File: src/rtl/uvsg_pkg.sv
// uvsg_pkg: shared types and constants of the uv sphere mesh generator
// element kinds, register indexes and reset values, sine polynomial coefficients
// no dependencies
`default_nettype none

package uvsg_pkg;

  // default grid limits for the top level parameters
  localparam int DEF_MAX_SECTORS = 256;
  localparam int DEF_MAX_STACKS  = 256;

  // kind of one mesh element
  typedef enum logic {
    KIND_VERTEX   = 1'b0,
    KIND_TRIANGLE = 1'b1
  } elem_kind_t;

  // configuration register indexes
  localparam logic [1:0] CFG_SECTOR_COUNT = 2'd0;
  localparam logic [1:0] CFG_STACK_COUNT  = 2'd1;
  localparam logic [1:0] CFG_SECTOR_STEP  = 2'd2;
  localparam logic [1:0] CFG_STACK_STEP   = 2'd3;

  // configuration reset values
  localparam logic [8:0]  RST_SECTOR_COUNT = 9'd16;
  localparam logic [8:0]  RST_STACK_COUNT  = 9'd16;
  localparam logic [15:0] RST_SECTOR_STEP  = 16'd4096;
  localparam logic [15:0] RST_STACK_STEP   = 16'd2048;

  // angles in 1/65536 turn
  localparam logic [15:0] QUARTER_TURN = 16'd16384;

  // odd sine coefficients over the first quadrant, unsigned q30
  localparam logic [31:0] SIN_C1 = 32'd1686629713;
  localparam logic [31:0] SIN_C3 = 32'd693598668;
  localparam logic [31:0] SIN_C5 = 32'd85569306;
  localparam logic [31:0] SIN_C7 = 32'd5026995;
  localparam logic [31:0] SIN_C9 = 32'd172272;

  // register stages of one sine unit, angle in to value out
  localparam int SIN_LAT = 7;

  // entries of the queue between front and back
  localparam int QUEUE_DEPTH = 4;

endpackage

`default_nettype wire

File: src/rtl/uvsg_queue.sv
// uvsg_queue: short fifo that carries classified elements from front to back
// uses uvsg_pkg for the depth
`default_nettype none

module uvsg_queue #(
  parameter int W = 8
) (
  input  wire logic         clk,
  input  wire logic         rst,
  input  wire logic         push,
  input  wire logic [W-1:0] push_data,
  input  wire logic         pop,
  output logic              full,
  output logic              empty,
  output logic [W-1:0]      head
);
  import uvsg_pkg::*;

  localparam int PTR_W = (QUEUE_DEPTH > 1) ? $clog2(QUEUE_DEPTH) : 1;
  localparam int CNT_W = $clog2(QUEUE_DEPTH + 1);

  logic [W-1:0]     ents [QUEUE_DEPTH];
  logic [PTR_W-1:0] wr_ptr;
  logic [PTR_W-1:0] rd_ptr;
  logic [CNT_W-1:0] count;

  assign full  = (count == CNT_W'(QUEUE_DEPTH));
  assign empty = (count == '0);
  assign head  = ents[rd_ptr];

  // storage
  always_ff @(posedge clk) begin
    if (push) begin
      ents[wr_ptr] <= push_data;
    end
  end

  // pointers and fill level
  always_ff @(posedge clk) begin
    if (rst) begin
      wr_ptr <= '0;
      rd_ptr <= '0;
      count  <= '0;
    end else begin
      if (push) begin
        wr_ptr <= (wr_ptr == PTR_W'(QUEUE_DEPTH - 1)) ? '0 : wr_ptr + 1'b1;
      end
      if (pop) begin
        rd_ptr <= (rd_ptr == PTR_W'(QUEUE_DEPTH - 1)) ? '0 : rd_ptr + 1'b1;
      end
      if (push && !pop) begin
        count <= count + 1'b1;
      end else if (!push && pop) begin
        count <= count - 1'b1;
      end
    end
  end

endmodule

`default_nettype wire

File: config.mk
export PLATFORM = sky130hd
export DESIGN_NAME = uvsg_queue
export DESIGN_NICKNAME = d
export VERILOG_FILES = /design/src/rtl/uvsg_pkg.sv /design/src/rtl/uvsg_queue.sv
export SDC_FILE = /design/constraint.sdc
export NUM_CORES = 1
export LEC_CHECK = 0
export ABC_AREA = 0
export BUFFER_PORTS_ARGS = -buffer_cell sky130_fd_sc_hd__buf_2
export CAP_MARGIN = 20
export CORE_MARGIN = 5
export CORE_UTILIZATION = 45
export CTS_BUF_LIST = sky130_fd_sc_hd__clkbuf_8
export DETAILED_ROUTE_END_ITERATION = 12
export PLACE_DENSITY = 0.67
export SLEW_MARGIN = 25
export SYNTH_ARGS = -nofsm -noshare
export SYNTH_HDL_FRONTEND = slang
export SYNTH_SLANG_ARGS = --single-unit
File: constraint.sdc
create_clock -name clk -period 1.4 [get_ports clk]
set_input_delay 0.07 -clock clk [delete_from_list [all_inputs] [get_ports clk]]
set_output_delay 0.07 -clock clk [all_outputs]
set_load 0.05 [all_outputs]
==> flow_summary.ini <==
[run_status]
status = finished, violations left
failed_checks = setup timing

[floorplanning]
initial_core_util_pct = 47.1
die_area_um2 = 4840
io_pins = 22
die_h_um = 69.6
die_w_um = 69.6
core_um2 = 3390
row_count = 21

[critical_path]
worst_path_largest_cell_delay_ps = 520
r2r_cells = 4
path_class = reg2out
crit_path_start_kind = register
r2r_end = count[2]$_SDFFE_PP0P_
slowest_stage = mux4_2
path_max_fanout = 8
endpoint_kind = output pin
cp_top_family = multiplexers
cp_data_required_time_ps = 1330
r2r-start = count[0]$_SDFFE_PP0P_
critPathArrivalTime_ps = 1450
crit_path_cell_trace = buf_12, mux4_2, buf_6
r2r_slack_ps = 30
critical_path_buf_inv_count = 2
cp_num_cells = 3

[synthesis]
synth_top_area_share_pct = 60.1
synthesis.area_um2 = 1600
yosys_warnings = 0
avgSynthCellArea_um2 = 18.6
ys_seq_area_share_pct = 71.4
syn-instance-count = 86
ys_types = 17
synth_area_leaders = edfxtp_1 (60%), dfxtp_1 (11%), mux4_2 (11%), ha_1 (4.7%), mux2i_1 (2.5%)
ys_seq_elements = 41
syn-num-nets = 105
synth_largest_area_cell = edfxtp_1

[sta]
maxSlewHeadroom_pct = 84.5
fin_hold_ws_ps = 18.5
finalSetupViolations = 8
max_clock_freq_mhz = 659
period_minus_slack_ps = 1520
rsz0062_at_grt = true
tightest_slew_ps = 230
layout_setup_ws_ps = -118
min_period_over_period_pct = 108
hold_violations = 0
finClkSkew_ps = 3.20
drv_slew = 0

[clock_network]
cts.path.max_buffers = 2
clk-insertion-delay-late_ps = 280
cts_root_buffer = clkbuf_8
cts_tree = yes
post-cts-setup-buffer-count = 0
numCtsBuffers = 5
h-tree-depth = 2
cts.sinks = 41
clkTransAtPathRegs_ps = 70

[placed_design]
portBuffers = 21
gp_congestion = 0.675
place_inst = 162
dp_hpwl_um = 1810

[global_route]
grt_max_degree = 13
antenna_found_initial = 0
grt_pass1_vias = 872
grt_overflow = 0
gr-usage-all-layers_pct = 11.5
grt_pass1_wl_um = 4140

[layout]
syn2layout_area_growth_pct = 30.8
final_cell_mix = edfxtp_1 (32), buf_2 (13), mux4_2 (8), buf_6 (8), buf_4 (8)
final_nets = 146
drive_gt1_share_pct = 41.4
diodes = 0
regArea_um2 = 1140
utilization_pct = 61.6
layout_commonest_cell = edfxtp_1
fillers = 251
multi_input_area_um2 = 442
fin_cells = 174

[power_and_ir_drop]
p_int_mw = 2.20
switching_share_pct = 24.3
p_leak_nw = 0.801
power.share.sequential_pct = 48.9
p_switching_mw = 0.704
pwr-share-clk_pct = 32.0
powerDensity_nw_per_um2 = 1390
p_comb_share_pct = 19.0
power_mw = 2.90
irDropWorstVdd_v = 0.000879

[worst_hold_path]
hold_path_end = ents[3][4]$_DFFE_PP_
holdPathStages = 1
hold_path_class = in2reg
hp-start = push_data[4]

[drt]
post-route-drc-count = 0
dr.pass1.iters = 4
num_vias = 837
routed_wl_um = 2570
post_drt_via_cell_ratio = 4.81
drtIter0Drc = 37
postRouteAntennaNets = 0
wl_per_cell_um = 14.8

[job]
cap_violations = 0
per-stage QoR:
stage                     area, µm²  TNS [ps]  setup slack, ps
after global placement         1870     -51.6            -51.6
after CTS                      2080      -941             -132
after floorplan                1610     -9.27            -9.27
after detailed placement       1870      -143             -143
final                          2090      -835             -118
after global routing           2090     -1310             -185
final cells by class:
cell class / count / share of cell area [%]
repair buffers: 36 / 15.1
flip-flops and latches: 41 / 54.7
well taps: 46 / 2.75
clock inverters: 2 / 1.62
clock buffers: 6 / 3.95
multi-input cells: 39 / 21.1
inverters: 4 / 0.719
sequential cells by signal (all words and copies together), names as in the netlist, named ones only:
register  count
rd_ptr        2
ents         32
wr_ptr        2
count         3
kinds of logic after synthesis:
logic type,count (synthesis),share of synthesized area [%]
and+or+nand+nor,15,4.85
buffers and inverters,6,1.96
xor gates and xnor gates,2,1.10
DFF,41,71.4
muxes,12,13.8
AOI/OAI and AO/OA,3,0.939
adders and majority gates,7,5.95
timing repair:
item,4_1_cts,5_1_grt
hold buffers,3,1
cloned,0,0
pin swaps,1,0
resized for setup,19,1
setup endpoints to repair,9,9
endpoints found under the hold margin,9,4
synthesized netlist by cell type:
cell type,count
edfxtp_1,32
dfxtp_1,9
mux4_2,8
nor2_1,7
ha_1,6
and2_1,4
inv_1,4
mux2i_1,4
a21oi_1,2
nor3b_1,2
xor2_1,2
buf_6,1
clkbuf_2,1
fa_1,1
nor3_1,1
o21ai_0,1
or3_1,1
per-layer routing:
metal	vias to the layer above	routed length (µm)	GRT usage, %
met5	-	0	0
li1	407	-	-
met4	0	21	5.21
met3	2	134	4.93
met2	18	1380	19.6
met1	410	1030	12.3
worst max-delay path by stage:
stage | slack [ps] | end | from
2_1_floorplan | -9 | count[2]$_SDFFE_PP0P_ | count[0]$_SDFFE_PP0P_
3_3_place_gp | -50 | count[2]$_SDFFE_PP0P_ | pop
3_5_place_dp | -140 | count[2]$_SDFFE_PP0P_ | pop
4_1_cts | -130 | head[1] | register
5_1_grt | -190 | head[1] | register
6_report | -120 | head[4] | register
power by group through the flow:
stage,registers (mW),clock network [mW],logic [mW]
floorplan,1.44,0,0.334
global placement,1.44,0,0.484
detailed placement,1.45,0,0.497
CTS,1.42,0.959,0.552
global route,1.43,1.03,0.587
finish,1.42,0.929,0.551
No activity file was read; power rests on OpenSTA's default activity.
