**src/rtl/uvsg_pkg.sv**
```systemverilog
// uvsg_pkg: shared types and constants of the uv sphere mesh generator
// element kinds, register indexes and reset values, sine polynomial coefficients
// no dependencies
`default_nettype none

package uvsg_pkg;

  // default grid limits for the top level parameters
  localparam int DEF_MAX_SECTORS = 256;
  localparam int DEF_MAX_STACKS  = 256;

  // kind of one mesh element
  typedef enum logic {
    KIND_VERTEX   = 1'b0,
    KIND_TRIANGLE = 1'b1
  } elem_kind_t;

  // configuration register indexes
  localparam logic [1:0] CFG_SECTOR_COUNT = 2'd0;
  localparam logic [1:0] CFG_STACK_COUNT  = 2'd1;
  localparam logic [1:0] CFG_SECTOR_STEP  = 2'd2;
  localparam logic [1:0] CFG_STACK_STEP   = 2'd3;

  // configuration reset values
  localparam logic [8:0]  RST_SECTOR_COUNT = 9'd16;
  localparam logic [8:0]  RST_STACK_COUNT  = 9'd16;
  localparam logic [15:0] RST_SECTOR_STEP  = 16'd4096;
  localparam logic [15:0] RST_STACK_STEP   = 16'd2048;

  // angles in 1/65536 turn
  localparam logic [15:0] QUARTER_TURN = 16'd16384;

  // odd sine coefficients over the first quadrant, unsigned q30
  localparam logic [31:0] SIN_C1 = 32'd1686629713;
  localparam logic [31:0] SIN_C3 = 32'd693598668;
  localparam logic [31:0] SIN_C5 = 32'd85569306;
  localparam logic [31:0] SIN_C7 = 32'd5026995;
  localparam logic [31:0] SIN_C9 = 32'd172272;

  // register stages of one sine unit, angle in to value out
  localparam int SIN_LAT = 7;

  // entries of the queue between front and back
  localparam int QUEUE_DEPTH = 4;

endpackage

`default_nettype wire

```
**src/rtl/uvsg_front.sv**
```systemverilog
// uvsg_front: accepts advance items, steps the mesh counters, queues elements
// skips the triangles left out at the poles; uses uvsg_pkg
`default_nettype none

module uvsg_front #(
  parameter int MAX_SECTORS = uvsg_pkg::DEF_MAX_SECTORS,
  parameter int MAX_STACKS  = uvsg_pkg::DEF_MAX_STACKS,
  parameter int W           = 8
) (
  input  wire logic                               clk,
  input  wire logic                               rst,
  input  wire logic                               in_valid,
  output logic                                    in_ready,
  input  wire logic                               restart,
  input  wire logic [$clog2(MAX_SECTORS+1)-1:0]   sectors,
  input  wire logic [$clog2(MAX_STACKS+1)-1:0]    stacks,
  input  wire logic                               q_full,
  output logic                                    q_push,
  output logic [W-1:0]                            q_data
);
  import uvsg_pkg::*;

  localparam int CW = $clog2(MAX_SECTORS + 1);
  localparam int RW = $clog2(MAX_STACKS + 1);

  typedef enum logic [2:0] {
    PH_VERT = 3'b001,
    PH_TRI  = 3'b010,
    PH_DONE = 3'b100
  } phase_t;

  typedef struct packed {
    phase_t        ph;
    logic [RW-1:0] row;
    logic [CW-1:0] col;
    logic          half;
  } ctr_t;

  ctr_t       ctr;
  ctr_t       cur;
  ctr_t       ctr_next;
  logic       accept;
  elem_kind_t kind;

  // drop triangles that are left out at the poles
  function automatic ctr_t settle(input ctr_t x, input logic [CW-1:0] s,
                                  input logic [RW-1:0] t);
    logic [CW:0] c2;
    settle = x;
    c2 = {1'b0, x.col} + 1'b1;
    if (x.ph == PH_TRI) begin
      if (x.row >= t) begin
        settle.ph = PH_DONE;
      end else if (t == RW'(1)) begin
        settle.ph = PH_DONE;
      end else if (!x.half && x.row == '0) begin
        settle.half = 1'b1;
      end else if (x.half && ({1'b0, x.row} + 1'b1) >= {1'b0, t}) begin
        settle.half = 1'b0;
        if (c2 >= {1'b0, s}) begin
          settle.ph = PH_DONE;
        end else begin
          settle.col = c2[CW-1:0];
        end
      end
    end
  endfunction

  // step to the next triangle of the quad grid
  function automatic ctr_t tri_step(input ctr_t x, input logic [CW-1:0] s,
                                    input logic [RW-1:0] t);
    logic [CW:0] c2;
    logic [RW:0] r2;
    tri_step = x;
    c2 = {1'b0, x.col} + 1'b1;
    r2 = {1'b0, x.row} + 1'b1;
    if (!x.half) begin
      tri_step.half = 1'b1;
    end else begin
      tri_step.half = 1'b0;
      if (c2 >= {1'b0, s}) begin
        tri_step.col = '0;
        tri_step.row = r2[RW-1:0];
        if (r2 >= {1'b0, t}) begin
          tri_step.ph = PH_DONE;
        end
      end else begin
        tri_step.col = c2[CW-1:0];
      end
    end
  endfunction

  assign in_ready = !q_full;
  assign accept   = in_valid && in_ready;

  // state the item works on, restart clears it first
  always_comb begin
    if (restart) begin
      cur.ph   = PH_VERT;
      cur.row  = '0;
      cur.col  = '0;
      cur.half = 1'b0;
    end else begin
      cur = ctr;
    end
  end

  // counter update for one accepted item
  always_comb begin
    ctr_next = cur;
    case (cur.ph)
      PH_VERT: begin
        if (cur.col >= sectors) begin
          ctr_next.col = '0;
          if (cur.row >= stacks) begin
            ctr_next.ph   = PH_TRI;
            ctr_next.row  = '0;
            ctr_next.half = 1'b0;
            ctr_next      = settle(ctr_next, sectors, stacks);
          end else begin
            ctr_next.row = cur.row + 1'b1;
          end
        end else begin
          ctr_next.col = cur.col + 1'b1;
        end
      end
      PH_TRI: begin
        ctr_next = settle(tri_step(cur, sectors, stacks), sectors, stacks);
      end
      default: begin
        ctr_next.ph = PH_DONE;
      end
    endcase
  end

  // element for the back: row, column, half, last, kind
  assign kind   = (cur.ph == PH_TRI) ? KIND_TRIANGLE : KIND_VERTEX;
  assign q_push = accept && (cur.ph == PH_VERT || cur.ph == PH_TRI);
  assign q_data = {cur.row, cur.col, cur.half, (ctr_next.ph == PH_DONE), kind};

  always_ff @(posedge clk) begin
    if (rst) begin
      ctr.ph   <= PH_VERT;
      ctr.row  <= '0;
      ctr.col  <= '0;
      ctr.half <= 1'b0;
    end else if (accept) begin
      ctr <= ctr_next;
    end
  end

endmodule

`default_nettype wire

```
**config.mk**
```make
export PLATFORM = sky130hd
export DESIGN_NAME = uvsg_front
export DESIGN_NICKNAME = d
export VERILOG_FILES = /design/src/rtl/uvsg_pkg.sv /design/src/rtl/uvsg_front.sv
export SDC_FILE = /design/constraint.sdc
export NUM_CORES = 1
export LEC_CHECK = 0
export ABC_CLOCK_PERIOD_IN_PS = 18120
export BUFFER_PORTS_ARGS = -buffer_cell sky130_fd_sc_hd__buf_2
export CAP_MARGIN = 20
export CORE_MARGIN = 4
export CORE_UTILIZATION = 48
export DETAILED_ROUTE_END_ITERATION = 10
export GPL_TIMING_DRIVEN = 0
export HOLD_SLACK_MARGIN = 0.02
export PLACE_DENSITY_LB_ADDON = 0.3
export SETUP_SLACK_MARGIN = 0.3
export SYNTH_ARGS = -nofsm -noshare
export SYNTH_HDL_FRONTEND = slang
export SYNTH_SLANG_ARGS = --single-unit
```
**constraint.sdc**
```tcl
create_clock -name clk -period 18.12 [get_ports clk]
set_clock_uncertainty 0.15 [all_clocks]
set_input_delay 5.436 -clock clk [delete_from_list [all_inputs] [get_ports clk]]
set_output_delay 5.436 -clock clk [all_outputs]
set_load 0.01 [all_outputs]
```
==> results.yml, run 1 <==
die:
  core_mm2: 0.00889
  io_pins: 33
  start_util_pct: 50.1
  num_rows: 34
  die_h_um: 104
  fp.dieW_um: 104
  dieArea_mm2: 0.0109
yosys:
  yosys_warnings: 0
  synth_common_cells: "65 x ha_1, 55 x nor2_1, 48 x nand2_1"
  synth-seq-cells: 22
  seq_area_frac_synth_pct: 9.88
  avgSynthCellArea_um2: 7.33
  synth_area_leaders: "ha_1 18%, dfxtp_1 9.9%, xnor2_1 5.3%, nor2_1 4.6%, nand2_1 4.0%"
  synthArstFlopShare_pct: 0
  synth_top_area_share_pct: 18.2
  syn_inst: 608
  synth_area_mm2: 0.00446
  synth_cell_type_count: 85
  synth_top_area_cell: "ha_1"
  synthFlopType: "dfxtp_1"
  synth_edf_count: 0
  synth_nets: 696
  synth_most_common_cell: "ha_1"
cts:
  cts.path.max_buffers: 2
  ctsRootBufferMaster: "clkbuf_8"
  cts.sinks: 22
  path_clk_slew_ns: 0.10
  htreeDepth: 1
  tritoncts: "built"
  numCtsBuffers: 3
  clock_latency_ns: 0.28
  post_cts_buffers: 0
power_and_ir_drop:
  leakage_nw: 2.30
  irDropWorstVdd_mv: 0.0329
  cellPowerDensity_mw_per_mm2: 37.0
global_routing:
  grt_max_degree: 14
  grt.total_usage_pct: 28.6
  overflow: 0
  grt_pass1_vias: 4774
  antenna_found_initial: 0
  grt_pass1_wl_mm: 25.2
critical_path:
  endpoint_kind: "primary output"
  critical_path_required_ns: 12.53
  crit_path_start_kind: "input pin"
  path_max_fanout: 10
  critical_path_class: "in2out"
  critPathArrivalTime_ns: 11.79
  reg2reg_from: "ctr[5]$_SDFFE_PP0P_"
  crit_path_start: "restart"
sta:
  fin_crit_sh_pct: 95.9
  fin_crit_ns: 17.37
  hold_viol: 0
  finalSetupViolCount: 0
  slew_violations: 0
  rsz0062_at_grt: "false"
  timing.hold.ws_ns: 0.385
  clock.fmax_mhz: 57.6
  relSlewSlack_pct: 29.4
  max_slew.worst_pin.slew_ns: 1.05
  fin_ws_ns: 0.747
place:
  pre_cts_ws_ns: -0.00141
  place_congestion: 1.01
  io_buffers: 32
  dp_hpwl_mm: 12.4
cells_and_area:
  multi_input_area_mm2: 0.00374
  diodes: 0
  syn_to_final_growth_pct: 8.93
  fill_cells: 873
  largest_reg_flops: 22
  reg_top3: "ctr: 22 flops"
  drive_gt1_share_pct: 11.8
  top_register: "ctr"
  finish.net_count: 733
  regArea_um2: 440
drt:
  via_count: 5125
  drtIter0Drc: 527
  drtPass1Iterations: 5
  vias_per_cell: 6.82
  drt_wl_total_mm: 16.0
  wire_per_inst_um: 21.3
  drc: 0
  antenna_left: 0
outcome:
  status: "finished, final reports clean"
job:
  maxCapViolCount: 0
min_path:
  min_from: "ctr[19]$_SDFFE_PP1P_"
  hp-class: "reg2reg"
==> where the power goes <==
part	switching, mW	internal [mW]	leakage (nW)
Clock	0.0208	0.0296	0.0357
Sequential	0.00335	0.0513	0.181
Combinational	0.0477	0.0271	2.08
Total	0.0719	0.108	2.30
==> repair_timing <==
item,in CTS,in global routing
endpoints found under the hold margin,0,0
hold buffers,0,0
resized for setup,3,8
endpoints found under the setup margin,1,1
==> layout make-up <==
class / count / share of cell area, %
repair buffers: 32 / 3.30
flip-flops and latches: 22 / 9.07
inverters: 48 / 3.76
plain buffers: 28 / 2.63
multi-input cells: 510 / 77.0
clock buffers: 3 / 0.850
well taps: 108 / 2.78
clock inverters: 1 / 0.618
==> path summary, 6_finish.rpt <==
kind	to	slack (ns)	cells after the start
worst max-delay path	q_data[1]	0.75	26
worst min-delay path	ctr[19]$_SDFFE_PP1P_	0.38	2
worst max register to register	ctr[3]$_SDFFE_PP0P_	11.10	24
worst min register to register	ctr[19]$_SDFFE_PP1P_	0.38	2
==> metal layers <==
layer  global-route usage [%]  vias up  routed length (um)
met2                     41.6      330                6580
met4                     10.4        0                 488
li1                         -     2352                   -
met3                     5.83       42                1890
met5                        0        -                   0
met1                     41.3     2401                7020
==> critical path, cell delays in order <==
cell,delay [ns]
buf_2,0.15
clkbuf_2,0.30
clkbuf_2,0.32
nor2b_1,0.17
or3b_2,0.46
nand2_1,0.10
ha_1,0.22
and3_1,0.21
a221oi_4,0.41
or2_2,0.17
buf_2,0.21
a31oi_1,0.32
clkbuf_2,0.34
nor3_2,0.27
ha_1,0.29
nand4_1,0.28
nand3b_1,0.32
xnor2_1,0.22
nor2_1,0.07
ha_1,0.21
a2111oi_0,0.29
a21oi_1,0.20
nor2_4,0.30
o31a_1,0.28
nor2_1,0.07
buf_2,0.14
==> cell families (layout without fill, tap and decap cells) <==
logic type / Yosys count / in the layout / synth area share [%]
AOI/OAI and AO/OA: 164 / 164 / 27.4
muxes: 4 / 4 / 0.898
buffers and inverters: 76 / 112 / 6.85
adders and majority gates: 66 / 66 / 18.5
DFF: 22 / 22 / 9.88
and+or+nand+nor: 238 / 238 / 28.7
xor gates and xnor gates: 38 / 38 / 7.80
==> cell usage in the layout (no fill, tap or decap), types with 10 or more instances in the layout <==
master	instances
ha_1	65
nor3_1	25
and3_1	13
buf_2	37
a31oi_1	11
xnor2_1	27
nor2_1	54
a21oi_1	31
dfxtp_1	22
nand2_1	48
nand3_1	19
a21o_1	14
o211ai_1	10
o21ai_0	18
clkbuf_1	16
a211oi_1	12
inv_1	45
==> stage by stage <==
stage	total power [mW]	area [um^2]	utilization (%)	cells	setup TNS, ns
detailed placement	0.127	4750	53.5	748	-0.00141
floorplan	0.105	4460	-	608	0
global placement	0.125	4750	53.5	748	0
global route	0.188	4860	54.6	752	0
finish	0.180	4860	54.6	752	0
CTS	0.176	4830	54.3	752	0
No activity file was read; power rests on OpenSTA's default activity.
==> inputs of run 2 (changes only) <==
--- a/config.mk
+++ b/config.mk
@@ -5,7 +5,7 @@
 export SDC_FILE = /design/constraint.sdc
 export NUM_CORES = 1
 export LEC_CHECK = 0
-export ABC_CLOCK_PERIOD_IN_PS = 18120
+export ABC_CLOCK_PERIOD_IN_PS = 20300
 export BUFFER_PORTS_ARGS = -buffer_cell sky130_fd_sc_hd__buf_2
 export CAP_MARGIN = 20
 export CORE_MARGIN = 4
==> constraint.sdc (replaced) <==
create_clock -name clk -period 20.3 [get_ports clk]
set_clock_uncertainty 0.15 [all_clocks]
set_input_delay 6.09 -clock clk [delete_from_list [all_inputs] [get_ports clk]]
set_output_delay 6.09 -clock clk [all_outputs]
set_load 0.01 [all_outputs]
==> run 2 against run 1 <==
Critical path depth fell by 1; setup slack got worse by 0.067 ns; sequential share of layout area rose by 0.054 points; sequential cell count did not move; register-to-register slack improved by 2.0 ns; cell count did not move; routed wire length fell by 0.37%; clock power fell by 11%; power fell by 11%; combinational power fell by 12%; design area fell by 0.59%.
==> results.yml, run 2 (synthesis results as in run 1) <==
sta:
  fin_crit_ns: 19.62
  relSlewSlack_pct: 29.7
  rsz0062_at_grt: "false"
  fin_crit_sh_pct: 96.7
  max_slew.worst_pin.slew_ns: 1.04
  hold_viol: 0
  tns_ns: 0
  finalSetupViolCount: 0
  clock.fmax_mhz: 51.0
  slew_violations: 0
power_and_ir_drop:
  power_frac_clock_pct: 28.1
  seqPwrFrac_pct: 30.5
  cellPowerDensity_mw_per_mm2: 33.1
  irDropWorstVdd_mv: 0.0295
  p_int_mw: 0.0962
  swShare_pct: 39.8
  power_mw: 0.160
  leakage_nw: 2.28
  power.net_switching_mw: 0.0636
  p_comb_share_pct: 41.4
critical_path:
  critical_path_class: "in2out"
  crit_path_start: "restart"
  crit_path_start_kind: "input pin"
  critPathArrivalTime_ns: 13.38
  endpoint_kind: "primary output"
  critPathMaxStageDelay_ns: 0.60
  reg2reg_from: "ctr[5]$_SDFFE_PP0P_"
  crit_slowest_cell: "clkbuf_1"
  path_buf_inv: 7
  path_max_fanout: 10
  cpMostUsedCell: "clkbuf_1"
  critical_path_required_ns: 14.06
  path_delay_family: "buffers and inverters"
cells_and_area:
  final_cell_mix: "65 x ha_1, 54 x nor2_1, 48 x nand2_1"
  reg_top3: "ctr: 22 flops"
  top_register: "ctr"
  regArea_um2: 440
  multi_input_area_mm2: 0.00371
  drive_gt1_share_pct: 10.9
  fill_cells: 870
  syn_to_final_growth_pct: 8.28
  largest_reg_flops: 22
  final_common_cell: "ha_1"
  diodes: 0
  finish.net_count: 733
drt:
  antenna_left: 0
  vias_per_cell: 6.75
  drc: 0
  drtIter0Drc: 478
  drt_wl_total_mm: 15.9
  via_count: 5073
  wire_per_inst_um: 21.2
  drtPass1Iterations: 6
die:
  die_h_um: 104
  io_pins: 33
  dieArea_mm2: 0.0109
  num_rows: 34
  fp.dieW_um: 104
  start_util_pct: 50.1
  core_mm2: 0.00889
cts:
  tritoncts: "built"
  cts.path.max_buffers: 2
  cts.sinks: 22
  cts_hold_buf: 0
  numCtsBuffers: 3
  path_clk_slew_ns: 0.10
  clock_latency_ns: 0.28
  htreeDepth: 1
  ctsRootBufferMaster: "clkbuf_8"
global_routing:
  antenna_found_initial: 0
  overflow: 0
  grt_max_degree: 14
  grt_pass1_vias: 4764
  grt_pass1_wl_mm: 25.1
  grt.total_usage_pct: 28.6
job:
  maxCapViolCount: 0
place:
  dp_hpwl_mm: 12.4
  place_congestion: 1.01
  io_buffers: 32
outcome:
  status: "finished, final reports clean"
min_path:
  min_from: "ctr[19]$_SDFFE_PP1P_"
  hp-class: "reg2reg"
run 2: timing repair:
item / in CTS / in global routing
setup buffers: 0 / 0
endpoints found under the setup margin: 0 / 1
resized for setup: 0 / 1
run 2: worst paths after layout:
path	to	slack, ns	cells past startpoint
max	q_data[1]	0.68	25
min	ctr[19]$_SDFFE_PP1P_	0.39	2
max reg2reg	ctr[3]$_SDFFE_PP0P_	13.05	24
min reg2reg	ctr[19]$_SDFFE_PP1P_	0.39	2
run 2: layout make-up:
class,count,share of cell area (%)
buffer,28,2.54
clock buffer,3,0.855
clock inverter,1,0.622
inverter,48,3.78
multi-input combinational,510,77.0
sequential,22,9.12
tap,108,2.80
timing repair buffer,32,3.32
run 2: per-layer routing:
layer,up-vias,global-route usage (%),routed length [um]
li1,2346,-,-
met1,2372,41.2,7020
met4,0,10.4,514
met3,45,5.83,1810
met5,-,0,0
met2,310,41.5,6580
run 2: tightest hold or removal path: stages (launching register included):
cell and delay, ns:
dfxtp_1 0.38, a21oi_1 0.08, nand2_1 0.06
run 2: power by group through the flow:
stage / registers (mW) / clock network (mW) / logic [mW]
2_1_floorplan: 0.0487 / 0 / 0.0446
3_3_place_gp: 0.0495 / 0 / 0.0623
3_5_place_dp: 0.0496 / 0 / 0.0639
4_1_cts: 0.0486 / 0.0445 / 0.0642
5_1_grt: 0.0490 / 0.0458 / 0.0724
6_report: 0.0487 / 0.0449 / 0.0661
run 2: through the flow:
step | hold WS, ns | setup WS, ns | instances | utilization [%] | instance area, um^2
2_1_floorplan | 0.326 | 3.14 | 608 | - | 4460
3_3_place_gp | 0.343 | 0.962 | 748 | 53.5 | 4750
3_5_place_dp | 0.357 | 0.871 | 748 | 53.5 | 4750
4_1_cts | 0.380 | 0.841 | 752 | 54.3 | 4820
5_1_grt | 0.418 | 0.313 | 752 | 54.3 | 4830
6_report | 0.390 | 0.680 | 752 | 54.3 | 4830
